## config.mk

```make
export PLATFORM = sky130hd
export DESIGN_NAME = morse_character_keyer
export DESIGN_NICKNAME = d
export VERILOG_FILES = /design/src/sv/mck_pkg.sv /design/src/sv/mck_dp.sv /design/src/sv/mck_ctrl.sv /design/src/sv/morse_character_keyer.sv
export SDC_FILE = /design/constraint.sdc
export NUM_CORES = 1
export LEC_CHECK = 0
export ABC_AREA = 1
export BUFFER_PORTS_ARGS = -buffer_cell sky130_fd_sc_hd__buf_2
export CORE_MARGIN = 1.5
export CORE_UTILIZATION = 40
export CTS_CLUSTER_DIAMETER = 100
export CTS_CLUSTER_SIZE = 12
export DETAILED_ROUTE_END_ITERATION = 8
export SKIP_LAST_GASP = 1
export SYNTH_ARGS = -nofsm -noshare
export SYNTH_HDL_FRONTEND = slang
export SYNTH_HIERARCHICAL = 1
export SYNTH_SLANG_ARGS = --single-unit
```

## constraint.sdc

```tcl
create_clock -name aclk -period 1.6 [get_ports aclk]
set_input_delay 0.08 -clock aclk [delete_from_list [all_inputs] [get_ports aclk]]
set_output_delay 0.08 -clock aclk [all_outputs]
set_load 0.02 [all_outputs]
```

## src/sv/mck_pkg.sv

```systemverilog
package mck_pkg;

    // Morse code of one character: symbols from bit 0 up, 1 = dash, 0 = dot
    typedef struct packed {
        logic       bad;      // no Morse code for this character
        logic [2:0] len;      // number of symbols, 0 to 6
        logic [5:0] pat;      // symbol pattern, first symbol in bit 0
        logic [1:0] tail_m1;  // trailing off units minus one
    } code_t;

    // controller to datapath
    typedef struct packed {
        logic load;  // take a new character
        logic step;  // produce the next unit into the output register
    } ctrl_cmd_t;

    // datapath to controller
    typedef struct packed {
        logic unit_last;  // the unit now due is the last of the run
    } dp_status_t;

    localparam logic [1:0] TailCode  = 2'd1;  // two off units after a code
    localparam logic [1:0] TailSpace = 2'd3;  // four off units for a space
    localparam logic [1:0] TailBad   = 2'd0;  // single flagged unit

    function automatic code_t mk(input logic [2:0] len, input logic [5:0] pat);
        code_t c;
        c.bad     = 1'b0;
        c.len     = len;
        c.pat     = pat;
        c.tail_m1 = TailCode;
        return c;
    endfunction

    function automatic code_t lookup(input logic [7:0] ch);
        code_t c;
        c = '{bad: 1'b1, len: 3'd0, pat: 6'd0, tail_m1: TailBad};
        unique case (ch)
            8'h20: c = '{bad: 1'b0, len: 3'd0, pat: 6'd0, tail_m1: TailSpace};
            8'h61: c = mk(3'd2, 6'b000010);  // a
            8'h62: c = mk(3'd4, 6'b000001);  // b
            8'h63: c = mk(3'd4, 6'b000101);  // c
            8'h64: c = mk(3'd3, 6'b000001);  // d
            8'h65: c = mk(3'd1, 6'b000000);  // e
            8'h66: c = mk(3'd4, 6'b000100);  // f
            8'h67: c = mk(3'd3, 6'b000011);  // g
            8'h68: c = mk(3'd4, 6'b000000);  // h
            8'h69: c = mk(3'd2, 6'b000000);  // i
            8'h6a: c = mk(3'd4, 6'b001110);  // j
            8'h6b: c = mk(3'd3, 6'b000101);  // k
            8'h6c: c = mk(3'd4, 6'b000010);  // l
            8'h6d: c = mk(3'd2, 6'b000011);  // m
            8'h6e: c = mk(3'd2, 6'b000001);  // n
            8'h6f: c = mk(3'd3, 6'b000111);  // o
            8'h70: c = mk(3'd4, 6'b000110);  // p
            8'h71: c = mk(3'd4, 6'b001011);  // q
            8'h72: c = mk(3'd3, 6'b000010);  // r
            8'h73: c = mk(3'd3, 6'b000000);  // s
            8'h74: c = mk(3'd1, 6'b000001);  // t
            8'h75: c = mk(3'd3, 6'b000100);  // u
            8'h76: c = mk(3'd4, 6'b001000);  // v
            8'h77: c = mk(3'd3, 6'b000110);  // w
            8'h78: c = mk(3'd4, 6'b001001);  // x
            8'h79: c = mk(3'd4, 6'b001101);  // y
            8'h7a: c = mk(3'd4, 6'b000011);  // z
            8'h2e: c = mk(3'd6, 6'b101010);  // full stop
            8'h2c: c = mk(3'd6, 6'b110011);  // comma
            8'h3a: c = mk(3'd6, 6'b000111);  // colon
            8'h3f: c = mk(3'd6, 6'b001100);  // question mark
            8'h27: c = mk(3'd6, 6'b011110);  // apostrophe
            8'h2d: c = mk(3'd6, 6'b100001);  // hyphen
            8'h2f: c = mk(3'd5, 6'b001001);  // slash
            8'h28: c = mk(3'd5, 6'b001101);  // open bracket
            8'h29: c = mk(3'd6, 6'b101101);  // close bracket
            8'h22: c = mk(3'd6, 6'b010010);  // double quote
            8'h3d: c = mk(3'd5, 6'b010001);  // equals
            8'h2b: c = mk(3'd5, 6'b001010);  // plus
            8'h40: c = mk(3'd6, 6'b010110);  // at sign
            8'h31: c = mk(3'd5, 6'b011110);
            8'h32: c = mk(3'd5, 6'b011100);
            8'h33: c = mk(3'd5, 6'b011000);
            8'h34: c = mk(3'd5, 6'b010000);
            8'h35: c = mk(3'd5, 6'b000000);
            8'h36: c = mk(3'd5, 6'b000001);
            8'h37: c = mk(3'd5, 6'b000011);
            8'h38: c = mk(3'd5, 6'b000111);
            8'h39: c = mk(3'd5, 6'b001111);
            8'h30: c = mk(3'd5, 6'b011111);
            default: ;
        endcase
        return c;
    endfunction

endpackage

```

## src/sv/mck_dp.sv

```systemverilog
module mck_dp (
    input  logic                   aclk,
    input  logic [7:0]             char_code,
    input  mck_pkg::ctrl_cmd_t     cmd,
    output mck_pkg::dp_status_t    status,
    output logic                   key_on,
    output logic                   last_unit,
    output logic                   bad_char
);

    mck_pkg::code_t code;
    logic [5:0] pat_reg;
    logic [2:0] len_reg;
    logic [2:0] sym_reg;
    logic [1:0] sub_reg;
    logic [1:0] tail_m1_reg;
    logic       bad_reg;
    logic       key_reg;
    logic       last_reg;
    logic       bad_out_reg;

    logic [7:0] pat_ext;
    logic       in_sym;
    logic       dash;
    logic       sym_end;
    logic       key;
    logic       unit_last;

    assign code    = mck_pkg::lookup(char_code);
    assign pat_ext = {2'b00, pat_reg};
    assign in_sym  = (sym_reg != len_reg);
    assign dash    = pat_ext[sym_reg];
    // dash: three on then one off; dot: one on then one off
    assign sym_end = dash ? (sub_reg == 2'd3) : (sub_reg == 2'd1);
    assign key     = in_sym && (dash ? (sub_reg != 2'd3) : (sub_reg == 2'd0));
    assign unit_last = !in_sym && (sub_reg == tail_m1_reg);

    assign status.unit_last = unit_last;

    always_ff @(posedge aclk) begin
        if (cmd.load) begin
            pat_reg     <= code.pat;
            len_reg     <= code.len;
            tail_m1_reg <= code.tail_m1;
            bad_reg     <= code.bad;
            sym_reg     <= 3'd0;
            sub_reg     <= 2'd0;
        end else if (cmd.step) begin
            key_reg     <= key;
            last_reg    <= unit_last;
            bad_out_reg <= bad_reg;
            if (in_sym && sym_end) begin
                sym_reg <= sym_reg + 3'd1;
                sub_reg <= 2'd0;
            end else begin
                sub_reg <= sub_reg + 2'd1;
            end
        end
    end

    assign key_on    = key_reg;
    assign last_unit = last_reg;
    assign bad_char  = bad_out_reg;

endmodule

```

## src/sv/mck_ctrl.sv

```systemverilog
module mck_ctrl (
    input  logic                   aclk,
    input  logic                   aresetn,
    input  logic                   s_tvalid,
    output logic                   s_tready,
    output logic                   m_tvalid,
    input  logic                   m_tready,
    input  mck_pkg::dp_status_t    status,
    output mck_pkg::ctrl_cmd_t     cmd
);

    localparam logic StIdle = 1'b0;
    localparam logic StRun  = 1'b1;

    logic state_reg, state_next;
    logic m_tvalid_reg, m_tvalid_next;
    logic out_free;

    assign out_free = !m_tvalid_reg || m_tready;
    assign s_tready = (state_reg == StIdle);
    assign cmd.load = (state_reg == StIdle) && s_tvalid;
    assign cmd.step = (state_reg == StRun) && out_free;

    always_comb begin
        state_next    = state_reg;
        m_tvalid_next = cmd.step ? 1'b1 : (m_tready ? 1'b0 : m_tvalid_reg);
        unique case (state_reg)
            StIdle: begin
                if (s_tvalid) state_next = StRun;
            end
            StRun: begin
                if (cmd.step && status.unit_last) state_next = StIdle;
            end
            default: state_next = StIdle;
        endcase
    end

    always_ff @(posedge aclk) begin
        if (!aresetn) begin
            state_reg    <= StIdle;
            m_tvalid_reg <= 1'b0;
        end else begin
            state_reg    <= state_next;
            m_tvalid_reg <= m_tvalid_next;
        end
    end

    assign m_tvalid = m_tvalid_reg;

endmodule

```

## src/sv/morse_character_keyer.sv

```systemverilog
// The first unit enters the output register on the first step after the character transfer.
// Each run is 1 to 22 units long; one unit per cycle while the receiver accepts, set by the
// single unit sequencer in the datapath, once the code of the character has been loaded.
// The next character is taken while the final unit of the previous run waits on the output.
// Reset: synchronous, active low; clears the controller state and the output valid only.
module morse_character_keyer (
    input  logic       aclk,
    input  logic       aresetn,
    // input channel
    input  logic       s_tvalid,
    output logic       s_tready,
    input  logic [7:0] s_tdata,   // [7:0] char_code
    // result channel, one transfer per key unit
    output logic       m_tvalid,
    input  logic       m_tready,
    output logic [7:0] m_tdata,   // [0] key_on, [7:1] zero
    output logic       m_tlast,   // last_unit
    output logic       m_tuser    // [0] bad_char
);

    mck_pkg::ctrl_cmd_t  cmd;
    mck_pkg::dp_status_t status;
    logic                key_on;

    // Sequence control: hold the input while a run is in progress, advance the
    // datapath whenever the output register is empty or being drained.
    mck_ctrl u_ctrl (
        .aclk     (aclk),
        .aresetn  (aresetn),
        .s_tvalid (s_tvalid),
        .s_tready (s_tready),
        .m_tvalid (m_tvalid),
        .m_tready (m_tready),
        .status   (status),
        .cmd      (cmd)
    );

    // Code lookup, symbol and unit counters, and the output register.
    mck_dp u_dp (
        .aclk      (aclk),
        .char_code (s_tdata),
        .cmd       (cmd),
        .status    (status),
        .key_on    (key_on),
        .last_unit (m_tlast),
        .bad_char  (m_tuser)
    );

    // Pad the key level out to a whole byte.
    assign m_tdata = {7'd0, key_on};

endmodule

```

==> impl_results.md, run 1 <==
- Cell depth of the worst flop-to-flop path: 11
- Final Instance Area: 2340 sq um
- Power Density: 644 nW/um^2
- Placement-stage cell area: 2280 sq um
- Pleak: 1.20 nW
- Leading cell types in the layout, fill and taps excluded: sky130_fd_sc_hd__nand2_1, sky130_fd_sc_hd__inv_1, sky130_fd_sc_hd__nor2_1, sky130_fd_sc_hd__buf_4, sky130_fd_sc_hd__nand3_1
- Ports placed on the boundary: 24
- Post-synthesis async set-or-reset flop share: 0%
- Cell total after placement: 400
- CTS Buffer Depth: 2
- Detail-routed via count per cell: 5.16
- Post-CTS setup repair buffer count: 0
- Root buffer cell: sky130_fd_sc_hd__clkbuf_8
- Library cells used by synthesis: 39
- Number of I/O port buffers: 16
- Number of slew-limit violations in the final report: 0
- ANT cells: 0
- Result of the run: finished clean
- Count of endpoints failing hold in the final timing report: 0
- Effective utilization at floorplan: 42.0%
- Per-cell routed wire length: 12.6 um
- Worst min-delay path category: in -> reg
- Fin crit period: 1370 ps
- Global-route wire length before repair: 8.46 mm
- Ratio of cells with drive above 1 in the final layout: 24.6%
- Synthesized netlist cell count: 298
- H-tree levels: 1
- Max-Cap Viols: 0
- Worst setup EP type: flip-flop
- DR iter-0 viols: 131
- Half-perimeter wire length of the detailed placement result: 4.25 mm
- Fill cell total of the finished layout: 508
- Internal: 1.03 mW
- Antenna violations before repair: 0
- Die Ht: 73.7 um
- Final Skew: 6.79 ps
- Type of the worst setup path: in -> reg
- Maximum clock frequency: 728 MHz
- Worst endpoint required time: 1620 ps
- Net switching fraction of the power: 31.7%
- Total design power: 1.51 mW
- Fraction of power consumed by sequential logic: 46.1%
- Synth warnings: 6
- Arrival @ worst endpoint: 1400 ps
- Total track usage: 20.2%
- Combinational cell fraction of total power: 28.2%
- Critical Path Source Type: primary input
- Core area: 4750 sq um
- Row count: 25
- Clock Sink Count: 22
- Total DRC errors in the routed layout: 0
- Count of nets after finishing: 353
- Total overflow reported by the global router: 0
- X dimension of the die: 73.7 um
- Final weighted congestion in routability-driven placement: 1.01
- Most frequent standard cell in the layout excluding fill and tap cells: sky130_fd_sc_hd__nand2_1
- Top flip-flop cell by instance count after synthesis: sky130_fd_sc_hd__edfxtp_1
- Clock latency of the later-clocked register in the worst-skew pair: 260 ps
- Psw: 478 uW
- Finished Layout Cells: 404
- Clock slew seen by the registers of the worst setup and hold paths: 80 ps
- Cell depth of the worst min-delay path: 3
- Post-route antenna net violation count: 0
- Avg Cell Area, Syn: 6.70 sq um
- Worst-case vdd ir drop: 243 uV
- Final critical-path share of the clock period: 85.9%
- Post-synthesis cell area: 2000 sq um
- First drt pass iteration count: 5
- Via count: 2083
- Count of flip-flops with a built-in enable after synthesis: 15
- Via count of the first global-routing pass: 1978
- Total wire length after detailed routing: 5.11 mm
- Final setup vio count: 0
- Synth Register Bits: 22
- Setup repair after global routing missed its margin: false
- Max FFs per register: 6
- Die ar.: 5430 sq um
- CTS tree: built
- Growth of design area from synthesis to finish: 17.1%
- Maximum number of pins on one net before global-route repair: 13
- Total CTS buffers: 3
- Maximum fanout encountered on the critical timing path: 5
- Clock share of power: 25.8%
- Part of the Yosys area used for sequential elements: 29.6%
[Yosys cell counts, types with 7 or more instances]
library cell,count,share of area [%]
sky130_fd_sc_hd__dfxtp_1,7,7.0
sky130_fd_sc_hd__nand4_1,8,2.5
sky130_fd_sc_hd__inv_1,40,7.5
sky130_fd_sc_hd__inv_2,9,1.7
sky130_fd_sc_hd__nand2_1,67,13
sky130_fd_sc_hd__nor3_1,7,1.8
sky130_fd_sc_hd__buf_4,9,3.4
sky130_fd_sc_hd__nor2_1,37,7.0
sky130_fd_sc_hd__nand2_2,7,2.2
sky130_fd_sc_hd__nand3_1,18,4.5
sky130_fd_sc_hd__edfxtp_1,15,23
sky130_fd_sc_hd__a21oi_1,14,3.5
[through the flow]
stage / hold slack, ps / setup slack [ps] / setup TNS (ps) / utilization [%]
after global placement: 323 / -46.6 / -46.6 / 47.9
after floorplan: 212 / 161 / 0 / -
final: 53.3 / 226 / 0 / 49.2
after global routing: 80.2 / 68.1 / 0 / 49.2
after CTS: 52.5 / 153 / 0 / 49.1
after detailed placement: 329 / -21.4 / -21.4 / 47.9
[metal layers]
metal / vias to the layer above / share of wire [%] / global-route usage [%]
met1: 911 / 39 / 22.6
met5: - / 0 / 0
li1: 1038 / - / -
met4: 0 / 5.0 / 12.3
met2: 111 / 50 / 36.2
met3: 23 / 6.2 / 2.33
[cell type report]
class,instances,area (sq um),area share [%]
Sequential cell,22,591,25.3
Tap cell,67,83.8,3.58
Inverter,49,184,7.87
Timing Repair Buffer,39,253,10.8
Multi-Input combinational cell,223,1170,50.1
Clock buffer,4,55.1,2.35
[cells by family (layout without fill, tap and decap cells)]
kind of cell / count (synthesis) / count (layout) / share of synthesized area (%)
xor gates and xnor gates: 4 / 4 / 1.75
other: 1 / 7 / 0.188
buffers and inverters: 59 / 92 / 13.2
DFF: 22 / 22 / 29.6
AOI/OAI and AO/OA: 38 / 38 / 11.7
adders and majority gates: 3 / 3 / 1.88
and+or+nand+nor: 171 / 171 / 41.8
[power by group through the flow]
stage | logic, mW | registers [mW] | clock network (mW)
finish | 0.424 | 0.694 | 0.388
detailed placement | 0.419 | 0.706 | 0
global route | 0.477 | 0.700 | 0.430
global placement | 0.413 | 0.706 | 0
CTS | 0.420 | 0.694 | 0.399
floorplan | 0.296 | 0.709 | 0
[critical path, stage by stage]
cell,delay [ps]
sky130_fd_sc_hd__buf_2,130
sky130_fd_sc_hd__inv_2,30
sky130_fd_sc_hd__nor2_1,300
sky130_fd_sc_hd__nand2_1,230
sky130_fd_sc_hd__a21oi_1,350
sky130_fd_sc_hd__nor3_2,130
sky130_fd_sc_hd__nand3_1,100
sky130_fd_sc_hd__nor2_1,40
[worst paths after layout]
check | start | endpoint | slack, ps
min | aresetn | u_ctrl/m_tvalid | 50
min reg2reg | u_dp/bad_reg | u_dp/bad_char | 440
max reg2reg | u_dp/sym_reg[0] | u_dp/sub_reg[1] | 230
max | s_tdata[2] | u_dp/bad_reg | 230
[timing repair]
| item | in CTS | in global routing |
|---|---|---|
| hold buffers | 0 | 0 |
| resized for setup | 0 | 1 |
| setup endpoints to repair | 0 | 1 |
Power figures use the tool's default switching activity.
==> run 2: changes to the inputs <==
--- a/config.mk
+++ b/config.mk
@@ -15,5 +15,4 @@
 export SKIP_LAST_GASP = 1
 export SYNTH_ARGS = -nofsm -noshare
 export SYNTH_HDL_FRONTEND = slang
-export SYNTH_HIERARCHICAL = 1
 export SYNTH_SLANG_ARGS = --single-unit
==> impl_results.md, run 2 <==
- Post-CTS setup repair buffer count: 0 (unchanged)
- Most common cell in the netlist: sky130_fd_sc_hd__nand2_1 (unchanged)
- Largest cells by area after synthesis: sky130_fd_sc_hd__edfxtp_1, sky130_fd_sc_hd__nand2_1, sky130_fd_sc_hd__nor2_1 (was sky130_fd_sc_hd__edfxtp_1, sky130_fd_sc_hd__nand2_1, sky130_fd_sc_hd__inv_1)
- Post-synthesis cell area: 1930 sq um (was 2000 sq um)
- Type of the worst setup path: in -> reg (unchanged)
- Most frequent standard cell in the layout excluding fill and tap cells: sky130_fd_sc_hd__nand2_1 (unchanged)
- Clock slew seen by the registers of the worst setup and hold paths: 70 ps (was 80 ps)
- Antenna violations before repair: 0 (unchanged)
- ANT cells: 0 (unchanged)
- Leading cell types in the layout, fill and taps excluded: sky130_fd_sc_hd__nand2_1, sky130_fd_sc_hd__nor2_1, sky130_fd_sc_hd__inv_1, sky130_fd_sc_hd__nand3_1, sky130_fd_sc_hd__buf_2 (was sky130_fd_sc_hd__nand2_1, sky130_fd_sc_hd__inv_1, sky130_fd_sc_hd__nor2_1, sky130_fd_sc_hd__buf_4, sky130_fd_sc_hd__nand3_1)
- Setup repair after global routing missed its margin: false (unchanged)
- Fill cell total of the finished layout: 495 (was 508)
- Total overflow reported by the global router: 0 (unchanged)
- Final weighted congestion in routability-driven placement: 1.02 (was 1.01)
- Count of flip-flops with a built-in enable after synthesis: 15 (unchanged)
- Ports placed on the boundary: 24 (unchanged)
- Most used standard cells in the synthesized netlist: sky130_fd_sc_hd__nand2_1, sky130_fd_sc_hd__nor2_1, sky130_fd_sc_hd__inv_1, sky130_fd_sc_hd__nand3_1 (was sky130_fd_sc_hd__nand2_1, sky130_fd_sc_hd__inv_1, sky130_fd_sc_hd__nor2_1, sky130_fd_sc_hd__nand3_1, sky130_fd_sc_hd__edfxtp_1)
- Part of the Yosys area used for sequential elements: 30.6% (was 29.6%)
- Hold buffer count at cts: 0 (unchanged)
- Result of the run: finished clean (unchanged)
- Ratio of cells with drive above 1 in the final layout: 14.8% (was 24.6%)
- Pleak: 1.14 nW (was 1.20 nW)
- Finished Layout Cells: 385 (was 404)
- Half-perimeter wire length of the detailed placement result: 4.07 mm (was 4.25 mm)
- Max FFs per register: 6 (unchanged)
- Post-route antenna net violation count: 0 (unchanged)
- Arrival @ worst endpoint: 1460 ps (was 1400 ps)
- Max_slew headroom: 52.1%
- Global-route wire length before repair: 8.20 mm (was 8.46 mm)
- Via count of the first global-routing pass: 1793 (was 1978)
- Library cells used by synthesis: 32 (was 39)
- Total track usage: 20.1% (was 20.2%)
- Top cell type's share of synthesized area: 23.3% (was 22.6%)
- Core area: 4690 sq um (was 4750 sq um)
- Top flip-flop cell by instance count after synthesis: sky130_fd_sc_hd__edfxtp_1 (unchanged)
- Synth Register Bits: 22 (unchanged)
- Via count: 2025 (was 2083)
- Avg Cell Area, Syn: 6.31 sq um (was 6.70 sq um)
- First drt pass iteration count: 5 (unchanged)
- Cell depth of the worst flop-to-flop path: 10 (was 11)
- Hold slack: 74.3 ps (was 53.3 ps)
- Worst min-delay path category: in -> reg (unchanged)
- Seq. cell area: 592 sq um (was 591 sq um)
- Yosys top cell by area: sky130_fd_sc_hd__edfxtp_1 (unchanged)
- Worst-case vdd ir drop: 331 uV (was 243 uV)
- Stage delay of the slowest cell on the critical path: 560 ps (was 350 ps)
- Post-synthesis async set-or-reset flop share: 0% (unchanged)
- Slew of the pin with the lowest slew margin: 714 ps
- Fin crit period: 1430 ps (was 1370 ps)
- Post-CTS sizing: 0 (unchanged)
- Max-Cap Viols: 0 (unchanged)
- Die Ht: 72.5 um (was 73.7 um)
- Synthesized netlist cell count: 306 (was 298)
- Row count: 25 (unchanged)
- Number of slew-limit violations in the final report: 0 (unchanged)
- Power Density: 778 nW/um^2 (was 644 nW/um^2)
- Die ar.: 5250 sq um (was 5430 sq um)
- Maximum number of pins on one net before global-route repair: 16 (was 13)
- Clock latency of the later-clocked register in the worst-skew pair: 260 ps (about the same)
- Final critical-path share of the clock period: 89.6% (was 85.9%)
- Effective utilization at floorplan: 41.1% (was 42.0%)
- Number of I/O port buffers: 16 (unchanged)
- Cell depth of the worst min-delay path: 3 (unchanged)
- Maximum fanout encountered on the critical timing path: 9 (was 5)
- Total CTS buffers: 3 (unchanged)
- Root buffer cell: sky130_fd_sc_hd__clkbuf_8 (unchanged)
- Total DRC errors in the routed layout: 0 (unchanged)
- H-tree levels: 1 (unchanged)
- Cell total after placement: 381 (was 400)
- DR iter-0 viols: 131 (unchanged)
- List of cells traversed by the critical path: buf_2, nand2_1, nor3_2, o21ai_1, nand4_1, nor2_1, nand2_1, nor2_1 (was buf_2, inv_2, nor2_1, nand2_1, a21oi_1, nor3_2, nand3_1, nor2_1)
- Clock Sink Count: 22 (unchanged)
- Maximum clock frequency: 697 MHz (was 728 MHz)
- Total wire length after detailed routing: 4.95 mm (was 5.11 mm)
- Final Skew: 3.95 ps (was 6.79 ps)
- Worst endpoint required time: 1620 ps (about the same)
- CTS tree: built (unchanged)
- Final setup vio count: 0 (unchanged)
- Detail-routed via count per cell: 5.26 (was 5.16)
- X dimension of the die: 72.5 um (was 73.7 um)
- Synth warnings: 0 (was 6)
- Per-cell routed wire length: 12.9 um (was 12.6 um)
- Critical Path Source Type: primary input (unchanged)
- Area used by multi-input combinational logic: 1130 sq um (was 1170 sq um)
- CTS Buffer Depth: 2 (unchanged)
- Slowest library cell on the worst path: sky130_fd_sc_hd__nor3_2 (was sky130_fd_sc_hd__a21oi_1)
- Count of endpoints failing hold in the final timing report: 0 (unchanged)
- Count of nets after finishing: 347 (was 353)
- Worst setup EP type: flip-flop (unchanged)
- Growth of design area from synthesis to finish: 11.6% (was 17.1%)
## run 2: cell types whose count changed after synthesis, sizes merged, moves of 2 or more
cell / change
o21ai: +7
nand2: +4
nor4: -2
a31oi: -5
nor2: +19
a21oi: -4
or2: -2
inv: -7
o211ai: -2
nor3: -2
## run 2: cell type report
cell class / instances / area share (%)
Clock buffer: 4 / 2.56
Inverter: 42 / 7.32
Tap cell: 54 / 3.14
Multi-Input combinational cell: 238 / 52.7
Timing Repair Buffer: 25 / 6.85
Sequential cell: 22 / 27.5
## run 2: final timing paths
path / startpoint / slack [ps] / end
hold reg to reg: u_dp.bad_reg / 430 / u_dp.bad_char
setup reg to reg: u_dp.sym_reg[1] / 180 / u_dp.sym_reg[1]
hold / removal: aresetn / 70 / u_ctrl.m_tvalid
setup / recovery: s_tdata[4] / 170 / u_dp.bad_reg
## run 2: layer usage
layer	wire length, um	track usage (%)
met3	424	3.89
met4	144	7.34
met2	2270	32.7
met5	0	0
met1	2110	26.5
## run 2: logic make-up after synthesis
family	after synthesis	share of synthesized area [%]
other	1	0.194
AOI/OAI and AO/OA	34	9.85
buffers and inverters	52	11.9
adders and majority gates	3	1.94
xor gates and xnor gates	5	2.27
DFF	22	30.6
and+or+nand+nor	189	43.2
## run 2: worst max-delay path, delay by kind of cell
| kind | cells | cell delay (ps) |
|---|---|---|
| AND/OR/NAND/NOR | 6 | 1040 |
| buffers and inverters | 1 | 110 |
| AO/OA/AOI/OAI | 1 | 210 |
## run 2: metrics by stage
stage,cell area (sq um),setup TNS (ps),worst slack [ps],utilization (%),power (mW)
4_1_cts,2150,0,62.2,45.8,1.69
3_3_place_gp,2100,-137,-111,44.7,1.29
6_report,2150,0,166,45.9,1.68
5_1_grt,2150,0,39.7,45.9,1.80
3_5_place_dp,2100,-330,-168,44.7,1.30
2_1_floorplan,1950,0,198,-,1.18
## run 2: where the power goes
| part | switching, mW | leakage, nW | internal (mW) |
|---|---|---|---|
| Sequential | 0.0690 | 0.204 | 0.696 |
| Combinational | 0.337 | 0.907 | 0.186 |
| Clock | 0.170 | 0.0288 | 0.219 |
| Total | 0.575 | 1.14 | 1.10 |
